`src/hdl/serial_backup_memory_slave_core_defines.svh`:
```
// ----------------------------------------------------------------------------
// Assertion macros for the serial backup memory slave
// Concurrent checks on the rising clock edge, silenced while reset is high.
// ----------------------------------------------------------------------------
`ifndef SERIAL_BACKUP_MEMORY_SLAVE_CORE_DEFINES_SVH
`define SERIAL_BACKUP_MEMORY_SLAVE_CORE_DEFINES_SVH

// same-cycle implication
`define SBM_ASSERT_IMP(lbl, clk, rst, ante, cons, msg) \
  lbl: assert property (@(posedge clk) disable iff (rst) (ante) |-> (cons)) \
    else $error(msg);

// next-cycle implication
`define SBM_ASSERT_NXT(lbl, clk, rst, ante, cons, msg) \
  lbl: assert property (@(posedge clk) disable iff (rst) (ante) |=> (cons)) \
    else $error(msg);

`endif

```
`src/hdl/sbm_pkg.sv`:
```
// ----------------------------------------------------------------------------
// sbm_pkg
// Types and fixed constants shared by the backup memory slave modules.
// ----------------------------------------------------------------------------
package sbm_pkg;

  localparam int CMD_ADDR_W = 17;
  localparam int CFG_W      = 24;
  localparam int MASK_W     = 32;
  localparam int BYTE_W     = 8;
  localparam int LEN_W      = 17;
  localparam int IDX_W      = 5;

  localparam logic [1:0] ACT_BIT   = 2'd0;
  localparam logic [1:0] ACT_TICK  = 2'd1;
  localparam logic [1:0] ACT_LOAD  = 2'd2;
  localparam logic [1:0] ACT_FETCH = 2'd3;

  localparam logic [7:0]       SYNC_PATTERN = 8'hA8;
  localparam logic [7:0]       HUNT_START   = 8'hFF;
  localparam logic [CFG_W-1:0] IDLE_RESET   = 24'd750000;
  localparam logic [CFG_W-1:0] COUNT_MAX    = 24'hFFFFFF;

  // address field lands on address bits 7 upwards (128-byte units)
  localparam logic [IDX_W-1:0] ADDR_LSB_POS   = 5'd7;
  localparam logic [IDX_W-1:0] ADDR_FIELD_LEN = 5'd10;
  localparam logic [IDX_W-1:0] BITLEN_LEN     = 5'd3;
  localparam logic [IDX_W-1:0] BYTELEN_LEN    = 5'd17;
  localparam logic [IDX_W-1:0] BYTE_BITS      = 5'd8;
  localparam logic [IDX_W-1:0] TRAILW_LEN     = 5'd2;
  localparam logic [IDX_W-1:0] TRAIL_LEN      = 5'd3;

  typedef enum logic [3:0] {
    PH_HUNT, PH_ID1, PH_ID2, PH_CMD, PH_ADDR, PH_BITLEN, PH_BYTELEN,
    PH_BYTES, PH_PART, PH_TRAILW, PH_TRAIL
  } phase_t;

  typedef enum logic [2:0] {
    MOP_NONE, MOP_RD_BIT, MOP_WR_FIRST, MOP_WR_OR, MOP_WR_PUT, MOP_LOAD, MOP_FETCH
  } mem_op_t;

  typedef enum logic [1:0] {
    DOP_KEEP, DOP_MEM, DOP_ZERO
  } data_op_t;

  typedef struct packed {
    logic read;
    logic write;
    logic active;
    logic ident;
  } lines_t;

  // one accepted item on its way from the sequencer to the store stage
  typedef struct packed {
    mem_op_t           mop;
    data_op_t          dop;
    logic [2:0]        bit_idx;
    logic              bit_val;
    logic [BYTE_W-1:0] wdata;
    logic              end_sess;
    lines_t            lv;
    logic              flush;
    logic [MASK_W-1:0] mask;
  } sbm_op_t;

  typedef struct packed {
    logic              data_out;
    logic              ident_out;
    logic              active_out;
    logic              write_active;
    logic              read_active;
    logic              flush_valid;
    logic [MASK_W-1:0] dirty_mask;
    logic [BYTE_W-1:0] fetched_data;
  } sbm_res_t;

endpackage

```
`src/hdl/sbm_ctrl.sv`:
```
// ----------------------------------------------------------------------------
// sbm_ctrl
// Protocol sequencer: phase, counters, dirty pages and idle timer; issues
// one memory operation per accepted item.
// ----------------------------------------------------------------------------
`include "serial_backup_memory_slave_core_defines.svh"

module sbm_ctrl #(
  parameter int MEM_BYTES  = 131072,
  parameter int PAGE_BYTES = 4096
) (
  input  logic                          clk,
  input  logic                          rst,
  input  logic                          cfg_wr_en,
  input  logic [sbm_pkg::CFG_W-1:0]     cfg_wr_data,
  input  logic                          a_go,
  input  logic [1:0]                    action,
  input  logic                          rx_bit,
  input  logic [sbm_pkg::CMD_ADDR_W-1:0] mem_address,
  input  logic [sbm_pkg::BYTE_W-1:0]    mem_data,
  output sbm_pkg::sbm_op_t              op,
  output logic [$clog2(MEM_BYTES)-1:0]  op_addr
);
  import sbm_pkg::*;

  localparam int AW = $clog2(MEM_BYTES);
  localparam int PW = $clog2(PAGE_BYTES);

  phase_t            phase, phase_next;
  logic [7:0]        sync_shift, sync_next;
  logic [IDX_W-1:0]  fbi, fbi_next, fbi_inc;
  logic              is_read, is_read_next;
  logic [AW-1:0]     cur_address, cur_next, addr_bit, page_sel;
  logic [LEN_W-1:0]  bytes_left, bytes_next, bytes_dec, bytes_len_new;
  logic [2:0]        bits_left, bits_next, bits_dec, bit_k;
  logic [CFG_W-1:0]  idle_count, idle_next, idle_inc, idle_ticks;
  logic [MASK_W-1:0] dirty, dirty_next, page_bit;
  lines_t            lv, lv_next;
  logic              bit_go, ended;
  phase_t            trail_ph;

  assign bit_go        = a_go && (action == ACT_BIT);
  assign fbi_inc       = fbi + 5'd1;
  assign bit_k         = fbi[2:0];
  assign bytes_dec     = bytes_left - 17'd1;
  assign bits_dec      = bits_left - 3'd1;
  assign bytes_len_new = bytes_left | (LEN_W'(rx_bit) << fbi);
  assign addr_bit      = AW'(1) << (fbi + ADDR_LSB_POS);
  assign page_sel      = cur_address >> PW;
  assign page_bit      = MASK_W'(1) << page_sel[4:0];
  assign idle_inc      = (idle_count == COUNT_MAX) ? idle_count : idle_count + 24'd1;
  assign trail_ph      = is_read ? PH_TRAIL : PH_TRAILW;

  // next phase
  always_comb begin
    phase_next = phase;
    if (bit_go) begin
      case (phase)
        PH_HUNT:    if ({rx_bit, sync_shift[7:1]} == SYNC_PATTERN) phase_next = PH_ID1;
        PH_ID1:     phase_next = PH_ID2;
        PH_ID2:     phase_next = PH_CMD;
        PH_CMD:     phase_next = PH_ADDR;
        PH_ADDR:    if (fbi_inc >= ADDR_FIELD_LEN) phase_next = PH_BITLEN;
        PH_BITLEN:  if (fbi_inc >= BITLEN_LEN) phase_next = PH_BYTELEN;
        PH_BYTELEN: begin
          if (fbi_inc >= BYTELEN_LEN) begin
            if (bytes_len_new != '0)   phase_next = PH_BYTES;
            else if (bits_left != '0) phase_next = PH_PART;
            else                       phase_next = trail_ph;
          end
        end
        PH_BYTES: begin
          if (fbi_inc >= BYTE_BITS && bytes_dec == '0) begin
            phase_next = (bits_left != '0) ? PH_PART : trail_ph;
          end
        end
        PH_PART:    if (bits_dec == '0 || fbi_inc >= BYTE_BITS) phase_next = trail_ph;
        PH_TRAILW:  if (fbi_inc >= TRAILW_LEN) phase_next = PH_TRAIL;
        PH_TRAIL:   if (fbi_inc >= TRAIL_LEN) phase_next = PH_HUNT;
        default:    phase_next = PH_HUNT;
      endcase
    end
  end

  // register updates and the operation handed to the store stage
  always_comb begin
    sync_next    = sync_shift;
    fbi_next     = fbi;
    is_read_next = is_read;
    cur_next     = cur_address;
    bytes_next   = bytes_left;
    bits_next    = bits_left;
    idle_next    = idle_count;
    dirty_next   = dirty;
    lv_next      = lv;
    ended        = 1'b0;
    op_addr      = cur_address;
    op.mop       = MOP_NONE;
    op.dop       = DOP_KEEP;
    op.bit_idx   = bit_k;
    op.bit_val   = rx_bit;
    op.wdata     = mem_data;
    op.end_sess  = 1'b0;
    op.flush     = 1'b0;
    op.mask      = '0;
    if (a_go) begin
      case (action)
        ACT_BIT: begin
          case (phase)
            PH_HUNT: begin
              sync_next = {rx_bit, sync_shift[7:1]};
              if (sync_next == SYNC_PATTERN) lv_next.active = 1'b1;
            end
            PH_ID1, PH_ID2: lv_next.ident = rx_bit;
            PH_CMD: begin
              is_read_next  = rx_bit;
              lv_next.ident = 1'b0;
              if (rx_bit) lv_next.read = 1'b1;
              else        lv_next.write = 1'b1;
              cur_next = '0;
              fbi_next = '0;
            end
            PH_ADDR: begin
              if (rx_bit) cur_next = cur_address | addr_bit;
              fbi_next = fbi_inc;
              if (fbi_inc >= ADDR_FIELD_LEN) begin
                fbi_next  = '0;
                bits_next = '0;
              end
            end
            PH_BITLEN: begin
              bits_next = bits_left | (3'(rx_bit) << fbi[1:0]);
              fbi_next  = fbi_inc;
              if (fbi_inc >= BITLEN_LEN) begin
                fbi_next   = '0;
                bytes_next = '0;
              end
            end
            PH_BYTELEN: begin
              bytes_next = bytes_len_new;
              fbi_next   = (fbi_inc >= BYTELEN_LEN) ? '0 : fbi_inc;
            end
            PH_BYTES: begin
              if (is_read) begin
                op.mop = MOP_RD_BIT;
                op.dop = DOP_MEM;
              end else if (bit_k == 3'd0) begin
                op.mop     = MOP_WR_FIRST;
                dirty_next = dirty | page_bit;
              end else begin
                op.mop = MOP_WR_OR;
              end
              fbi_next = fbi_inc;
              if (fbi_inc >= BYTE_BITS) begin
                cur_next   = cur_address + AW'(1);
                bytes_next = bytes_dec;
                fbi_next   = '0;
              end
            end
            PH_PART: begin
              if (is_read) begin
                op.mop = MOP_RD_BIT;
                op.dop = DOP_MEM;
              end else begin
                op.mop = MOP_WR_PUT;
                if (bit_k == 3'd0) dirty_next = dirty | page_bit;
              end
              bits_next = bits_dec;
              fbi_next  = (bits_dec == '0 || fbi_inc >= BYTE_BITS) ? '0 : fbi_inc;
            end
            PH_TRAILW: begin
              if (bit_k == 3'd0) op.dop = DOP_ZERO;
              fbi_next = (fbi_inc >= TRAILW_LEN) ? '0 : fbi_inc;
            end
            PH_TRAIL: begin
              if (bit_k == 3'd0) op.dop = DOP_ZERO;
              fbi_next = fbi_inc;
              if (fbi_inc >= TRAIL_LEN) begin
                if (dirty != '0) idle_next = '0;
                ended = 1'b1;
              end
            end
            default: begin
              lv_next = '0;
              op.dop  = DOP_ZERO;
              ended   = 1'b1;
            end
          endcase
        end
        ACT_TICK: begin
          if (dirty != '0) begin
            idle_next = idle_inc;
            if (phase == PH_HUNT && idle_inc > idle_ticks) begin
              op.flush   = 1'b1;
              op.mask    = dirty;
              dirty_next = '0;
              idle_next  = '0;
            end
          end
        end
        ACT_LOAD: begin
          op.mop  = MOP_LOAD;
          op_addr = mem_address[AW-1:0];
        end
        ACT_FETCH: begin
          op.mop  = MOP_FETCH;
          op_addr = mem_address[AW-1:0];
        end
        default: ;
      endcase
    end
    op.lv       = lv_next;
    op.end_sess = ended;
    if (ended) begin
      lv_next   = '0;
      sync_next = HUNT_START;
      fbi_next  = '0;
    end
  end

  always_ff @(posedge clk) begin
    if (rst) begin
      phase      <= PH_HUNT;
      sync_shift <= HUNT_START;
      fbi        <= '0;
      is_read    <= 1'b0;
      cur_address <= '0;
      bytes_left <= '0;
      bits_left  <= '0;
      idle_count <= '0;
      dirty      <= '0;
      lv         <= '0;
      idle_ticks <= IDLE_RESET;
    end else begin
      phase      <= phase_next;
      sync_shift <= sync_next;
      fbi        <= fbi_next;
      is_read    <= is_read_next;
      cur_address <= cur_next;
      bytes_left <= bytes_next;
      bits_left  <= bits_next;
      idle_count <= idle_next;
      dirty      <= dirty_next;
      lv         <= lv_next;
      if (cfg_wr_en) idle_ticks <= cfg_wr_data;
    end
  end

  `SBM_ASSERT_IMP(a_active_in_session, clk, rst, phase != PH_HUNT, lv.active, "session without active line")
  `SBM_ASSERT_IMP(a_flush_has_pages, clk, rst, op.flush, dirty != '0, "flush with empty mask")
  `SBM_ASSERT_NXT(a_flush_clears, clk, rst, op.flush, dirty == '0, "dirty pages kept after flush")
  `SBM_ASSERT_NXT(a_hunt_holds, clk, rst, phase == PH_HUNT && !bit_go, $stable(sync_shift), "sync shifted without a bit")

endmodule

```
`config.mk`:
```
export PLATFORM = sky130hd
export DESIGN_NAME = sbm_ctrl
export DESIGN_NICKNAME = d
export VERILOG_FILES = /design/src/hdl/sbm_pkg.sv /design/src/hdl/sbm_ctrl.sv
export VERILOG_INCLUDE_DIRS = /design/src /design/src/hdl
export SDC_FILE = /design/constraint.sdc
export NUM_CORES = 1
export LEC_CHECK = 0
export ABC_AREA = 1
export BUFFER_PORTS_ARGS = -buffer_cell sky130_fd_sc_hd__buf_2
export CORE_UTILIZATION = 41
export DETAILED_ROUTE_END_ITERATION = 10
export PLACE_DENSITY = 0.58
export SETUP_SLACK_MARGIN = 0.2
export SYNTH_ARGS = -nofsm -noshare
export SYNTH_HDL_FRONTEND = slang
export SYNTH_SLANG_ARGS = --single-unit
```
`constraint.sdc`:
```
create_clock -name clk -period 7.9 [get_ports clk]
set_clock_uncertainty 0.05 [all_clocks]
set_input_delay 0.395 -clock clk [delete_from_list [all_inputs] [get_ports clk]]
set_output_delay 0.395 -clock clk [all_outputs]
set_load 0.01 [all_outputs]
```
==> results_dict.tcl, run 1 <==
set metrics [dict create \
    status "completed" \
    cts_buffer_depth 2 \
    final.setup.tns_ps 0 \
    die_w_um 154.7 \
    start_util 0.4198 \
    avgSynthCellArea_um2 6.178 \
    drc 0 \
    io-pin-count 128 \
    layout_commonest_cell "nor2_1" \
    worst_pin_slew_ps 1008 \
    rows 55 \
    cp_slowest_cell "nand4_2" \
    cp-start-kind "register" \
    synthesis.area_um2 9563 \
    rsz0062_at_grt "no" \
    p_per_area_nw_per_um2 149.3 \
    yosys-top-cells-area "dfxtp_1, nor2_1, nand2_1, inv_1, a21oi_1" \
    post_cts_buffers 0 \
    clk-insertion-delay-late_ps 440 \
    ys_seq_area_frac 0.2889 \
    cp_max_fo 34 \
    place_ws_ps 2862 \
    slowest_delay_ps 710 \
    clk_pin_slew_ps 70 \
    cts-root-buf "clkbuf_16" \
    cts_made_buffers 17 \
    async_flop_share 0 \
    syn2layout_area_growth_pct 11.98 \
    wl_per_cell_um 14.95 \
    synth_edf_count 0 \
    vias_per_cell 5.212 \
    grt_antenna_before_repair 0 \
    detail-route-antenna-nets 0 \
    slew_headroom 0.3263 \
    cp_common_cell "nand2_1" \
    vias 10070 \
    timing.fmax_ghz 0.1955 \
    crit_type "register to output port" \
    setup_violations 0 \
    holdWs_ps 119.2 \
    finalHoldViolCount 0 \
    worst_hold_path_type "input port to register" \
    nNetsFinal 1700 \
    critical_path.cell_chain "ha_1 -> nand2_1 -> nor2_1 -> nand3_1 -> inv_2 -> nand2_1 -> nand2_1 -> ha_1 -> nand2_1 -> nor2_1 -> nand2_1 -> nor4_2 -> nand2_1 -> nand3_1 -> nand4_2 -> nor2_1 -> buf_2" \
    core-area_um2 22780 \
    htree_levels 4 \
    ir_worst_vdd_v 0.0001114 \
    finalWeightedCongestion 0.9666 \
    end_kind "output port" \
    arrival_ps 4670 \
    period_share 0.6475 \
    cp.required_ps 7460 \
    antenna-diode-count 0 \
    yosysWarnings 0 \
    maxCapViolations 0 \
    p_leak_nw 4.781 \
    die_y_um 154.7 \
    ys_types 50 \
    grt_pass1_wl_um 46950 \
    synthCells 1548 \
    grt.total_usage 0.2453 \
    cts_hold_buf 0 \
    ys_ff_latch 138 \
    cts.sinks 138 \
    totalWireLength_um 28860 \
    drv_slew 0 \
    drtPass1Iterations 5 \
    synth_ff_type "dfxtp_1" \
    drive_above_1_share 0.1143 \
    finalWorstSetupSlack_ps 2784 \
    layout_common_cells "nor2_1, nand2_1, inv_1" \
    drt-initial-drc-count 851 \
    io_buffers 111 \
    synth.net_count 1643 \
    cts_tree "built" \
    post-dp-hpwl_um 21370 \
    grt_pass1_vias 9221 \
    ctsResizeCount 0 \
    fin_crit_ps 5116 \
    grt_overflow 0 \
    total_power_w 0.001599 \
    die_area_um2 23940 \
    synth_top_area_share 0.2889 \
    grt_max_degree 47 \
    synth_top_cell_by_area "dfxtp_1" \
]
[logic make-up after synthesis]
group                      after synthesis  share of synthesized area
muxes                                    1                   0.001177
buffers and inverters                  283                     0.1231
adders and majority gates               39                    0.05103
AOI/OAI and AO/OA                      296                     0.1718
DFF                                    138                     0.2889
xor gates and xnor gates                23                    0.02106
and+or+nand+nor                        768                     0.3429
[synthesized netlist by cell type, types with 2 or more instances]
| cell type | number |
|---|---|
| o31ai_1 | 3 |
| nor2_2 | 7 |
| o22ai_1 | 3 |
| buf_2 | 20 |
| a221oi_2 | 2 |
| nand3_2 | 3 |
| o21ai_0 | 94 |
| nor4_1 | 2 |
| o211ai_1 | 12 |
| nor2_4 | 3 |
| dfxtp_1 | 138 |
| nor2_1 | 314 |
| clkbuf_1 | 33 |
| a22oi_1 | 5 |
| nand2_2 | 3 |
| buf_4 | 22 |
| inv_1 | 195 |
| xor2_1 | 22 |
| o21ai_1 | 7 |
| a21oi_1 | 142 |
| a211oi_1 | 5 |
| inv_2 | 10 |
| a31oi_1 | 8 |
| nor3_1 | 28 |
| nand2_1 | 237 |
| o21bai_1 | 3 |
| nor3_2 | 2 |
| ha_1 | 39 |
| clkinv_1 | 2 |
| a22o_1 | 4 |
| nand4_1 | 22 |
| nand3_1 | 140 |
[report_power, final]
| part | switching, W | internal (W) | leakage, nW | total (W) |
|---|---|---|---|---|
| Combinational | 0.0000651 | 0.0000305 | 3.39 | 0.0000955 |
| Sequential | 0.00000310 | 0.000706 | 1.12 | 0.000709 |
| Clock | 0.000375 | 0.000419 | 0.269 | 0.000794 |
| Total | 0.000443 | 0.00116 | 4.78 | 0.00160 |
[stage by stage]
step                instances  utilization  area (um^2)
floorplan                1548            -         9563
global placement         1899       0.4449        10130
detailed placement       1899       0.4449        10130
CTS                      1931       0.4701        10710
global route             1931       0.4701        10710
finish                   1931       0.4701        10710
[worst max-delay path, delay by kind of cell (launching register included)]
kind                     cells  cell delay, ps
adder cells (fa/ha/maj)      2             410
AND/OR/NAND/NOR             13            3120
buffers and inverters        2             290
flip-flops                   1             400
[layer usage]
metal | global-route usage | part of all wire | vias up
met5 | 0 | 0 | -
met4 | 0.08534 | 0.018 | 0
met3 | 0.03839 | 0.059 | 39
met2 | 0.3866 | 0.44 | 328
met1 | 0.3388 | 0.48 | 4532
li1 | - | - | 5166
[area by class of cell]
class | instances | area (um^2)
multi-input combinational | 1127 | 5625
sequential | 138 | 2763
fill | 2451 | 12070
timing repair buffer | 114 | 578.1
tap | 313 | 391.6
inverter | 207 | 777.0
clock inverter | 15 | 148.9
clock buffer | 17 | 425.4
[registers in the layout, summed over array words and instances (netlist names)]
| register | count |
|---|---|
| phase | 4 |
| idle_ticks | 24 |
| bytes_left | 17 |
| dirty | 32 |
| bits_left | 3 |
| sync_shift | 7 |
| is_read | 1 |
| lv | 4 |
| cur_address | 17 |
| idle_count | 24 |
| fbi | 5 |
[final timing paths]
check                                      from             end  slack [ps]  cells past startpoint
worst max register to register    idle_count[0]       dirty[17]        2790                     17
worst min-delay path            cfg_wr_data[19]  idle_ticks[19]         120                      3
worst min register to register    sync_shift[4]   sync_shift[3]         420                      2
worst max-delay path              idle_count[0]           op[8]        2780                     17
Power figures use the tool's default switching activity.
==> inputs of run 2 (changes only) <==
PLACE_DENSITY = 0.6   (was 0.58)
clock period = 4.24 ns   (was 7.9 ns; I/O delays follow)
==> results_dict.tcl, run 2 (same netlist as run 1, synthesis figures left out) <==
set metrics [dict create \
    cts_tree "built" \
    timing.fmax_ghz 0.2601 \
    reg.largest.list "dirty (32), idle_count (24), idle_ticks (24)" \
    syn2layout_area_growth_pct 17.83 \
    totalWireLength_um 29350 \
    start_util 0.4198 \
    cts.sinks 138 \
    wl_per_cell_um 14.94 \
    period_share 0.9069 \
    layout_commonest_cell "nor2_1" \
    finalHoldViolCount 0 \
    setup_violations 0 \
    final.setup.tns_ps 0 \
    grt_max_degree 46 \
    p_leak_nw 5.101 \
    post-dp-hpwl_um 21330 \
    worst_pin_slew_ps 1020 \
    p_per_area_nw_per_um2 276.9 \
    arrival_ps 3580 \
    place_area_um2 10210 \
    die_area_um2 23940 \
    grt_antenna_before_repair 0 \
    antenna-diode-count 0 \
    maxCapViolations 0 \
    finalWorstSetupSlack_ps 394.7 \
    total_power_w 0.003121 \
    met2WireLength_um 13390 \
    vias 10210 \
    cp.required_ps 3980 \
    rsz0062_at_grt "yes" \
    clk-insertion-delay-late_ps 440 \
    cts-root-buf "clkbuf_16" \
    drive_above_1_share 0.1545 \
    drt-initial-drc-count 758 \
    drc 0 \
    grt_pass1_vias 9369 \
    cts_made_buffers 17 \
    place_ws_ps 369.5 \
    vias_per_cell 5.196 \
    clk_pin_slew_ps 70 \
    detail-route-antenna-nets 0 \
    dr.max_layer_used "met4" \
    nNetsFinal 1733 \
    slew_headroom 0.3180 \
    wl_met3_um 1408 \
    crit_type "register to output port" \
    status "completed" \
    rows 55 \
    ir_worst_vdd_v 0.0002440 \
    core-area_um2 22780 \
    grt_overflow 0 \
    finalWeightedCongestion 0.9367 \
    io-pin-count 128 \
    largest_register_ff_count 32 \
    cts_buffer_depth 2 \
    grt.total_usage 0.2452 \
    end_kind "output port" \
    instances_no_fill 1964 \
    dpl.cell_count 1909 \
    htree_levels 4 \
    cp-start-kind "register" \
    cp_max_fo 14 \
    drt-met1-wl_um 13860 \
    regMostFlops "dirty" \
    die_w_um 154.7 \
    grt_pass1_wl_um 46990 \
    die_y_um 154.7 \
    drv_slew 0 \
    layout_common_cells "nor2_1, nand2_1, inv_1" \
    drtPass1Iterations 5 \
    worst_hold_path_type "input port to register" \
    design_area_um2 11270 \
    fin_crit_ps 3845 \
    io_buffers 111 \
]
## run 2: cell types whose count changed in the layout (fill, tap and decap cells not counted), moves of 5 or more
cell,before,now
dfxtp_1,138,125
nor3_1,28,20
buf_4,3,18
nand2_1,237,229
dlygate4sd3_1,0,12
inv_8,3,8
nand2_2,3,10
dfxtp_2,0,12
nor2_2,8,17
nor2_1,313,303
## run 2: path summary, 6_finish.rpt
path,startpoint,end,slack [ps],cells after the start
worst max-delay path,idle_count[3],op[3],390,20
worst min-delay path,cfg_wr_data[9],idle_ticks[9],8,3
worst max register to register,idle_count[3],dirty[9],590,20
worst min register to register,idle_ticks[1],idle_ticks[1],420,2
## run 2: area by class of cell
class,count,area (um^2)
clock buffer,17,425.4
clock inverter,15,193.9
fill,2372,11510
inverter,207,780.7
multi-input combinational,1127,5796
sequential,138,2781
tap,313,391.6
timing repair buffer,147,899.6
## run 2: critical path, stage by stage, from the launching register on
cell	delay, ps
dfxtp_2	340
clkinvlp_4	210
buf_6	190
nor2_2	140
nand3_2	130
inv_2	120
nand2_4	90
buf_8	170
nand2_1	90
ha_1	140
nand2_1	60
nor2_2	130
nand2_2	80
nor4_4	290
nand2_1	110
nand3_2	120
nand4_4	120
buf_6	190
clkbuf_16	150
nor2_1	100
buf_2	140
## run 2: timing repair
action                                 4_1_cts  5_1_grt
gates resized for setup                      4       62
endpoints found under the hold margin       12        0
pin swaps                                    0       14
hold buffers                                12        0
setup endpoints to repair                   18       65
buffers inserted                             0       10
cloned                                       0        1
## run 2: power breakdown
group          total, W  switching, W  internal, W  leakage, nW
logic          0.000193      0.000126    0.0000671         3.67
registers       0.00132    0.00000609      0.00131         1.13
clock network   0.00161      0.000701     0.000905        0.308
## run 2: metal layers
layer,up-vias,GRT usage
li1,5210,-
met1,4636,0.3250
met3,51,0.03278
met2,308,0.4066
met4,0,0.08769
met5,-,0
## run 2: through the flow
step,util,hold slack [ps]
after global placement,0.4482,374.1
after floorplan,-,288.4
after CTS,0.4816,0.1989
after detailed placement,0.4482,374.1
final,0.4947,8.336
after global routing,0.4947,33.51
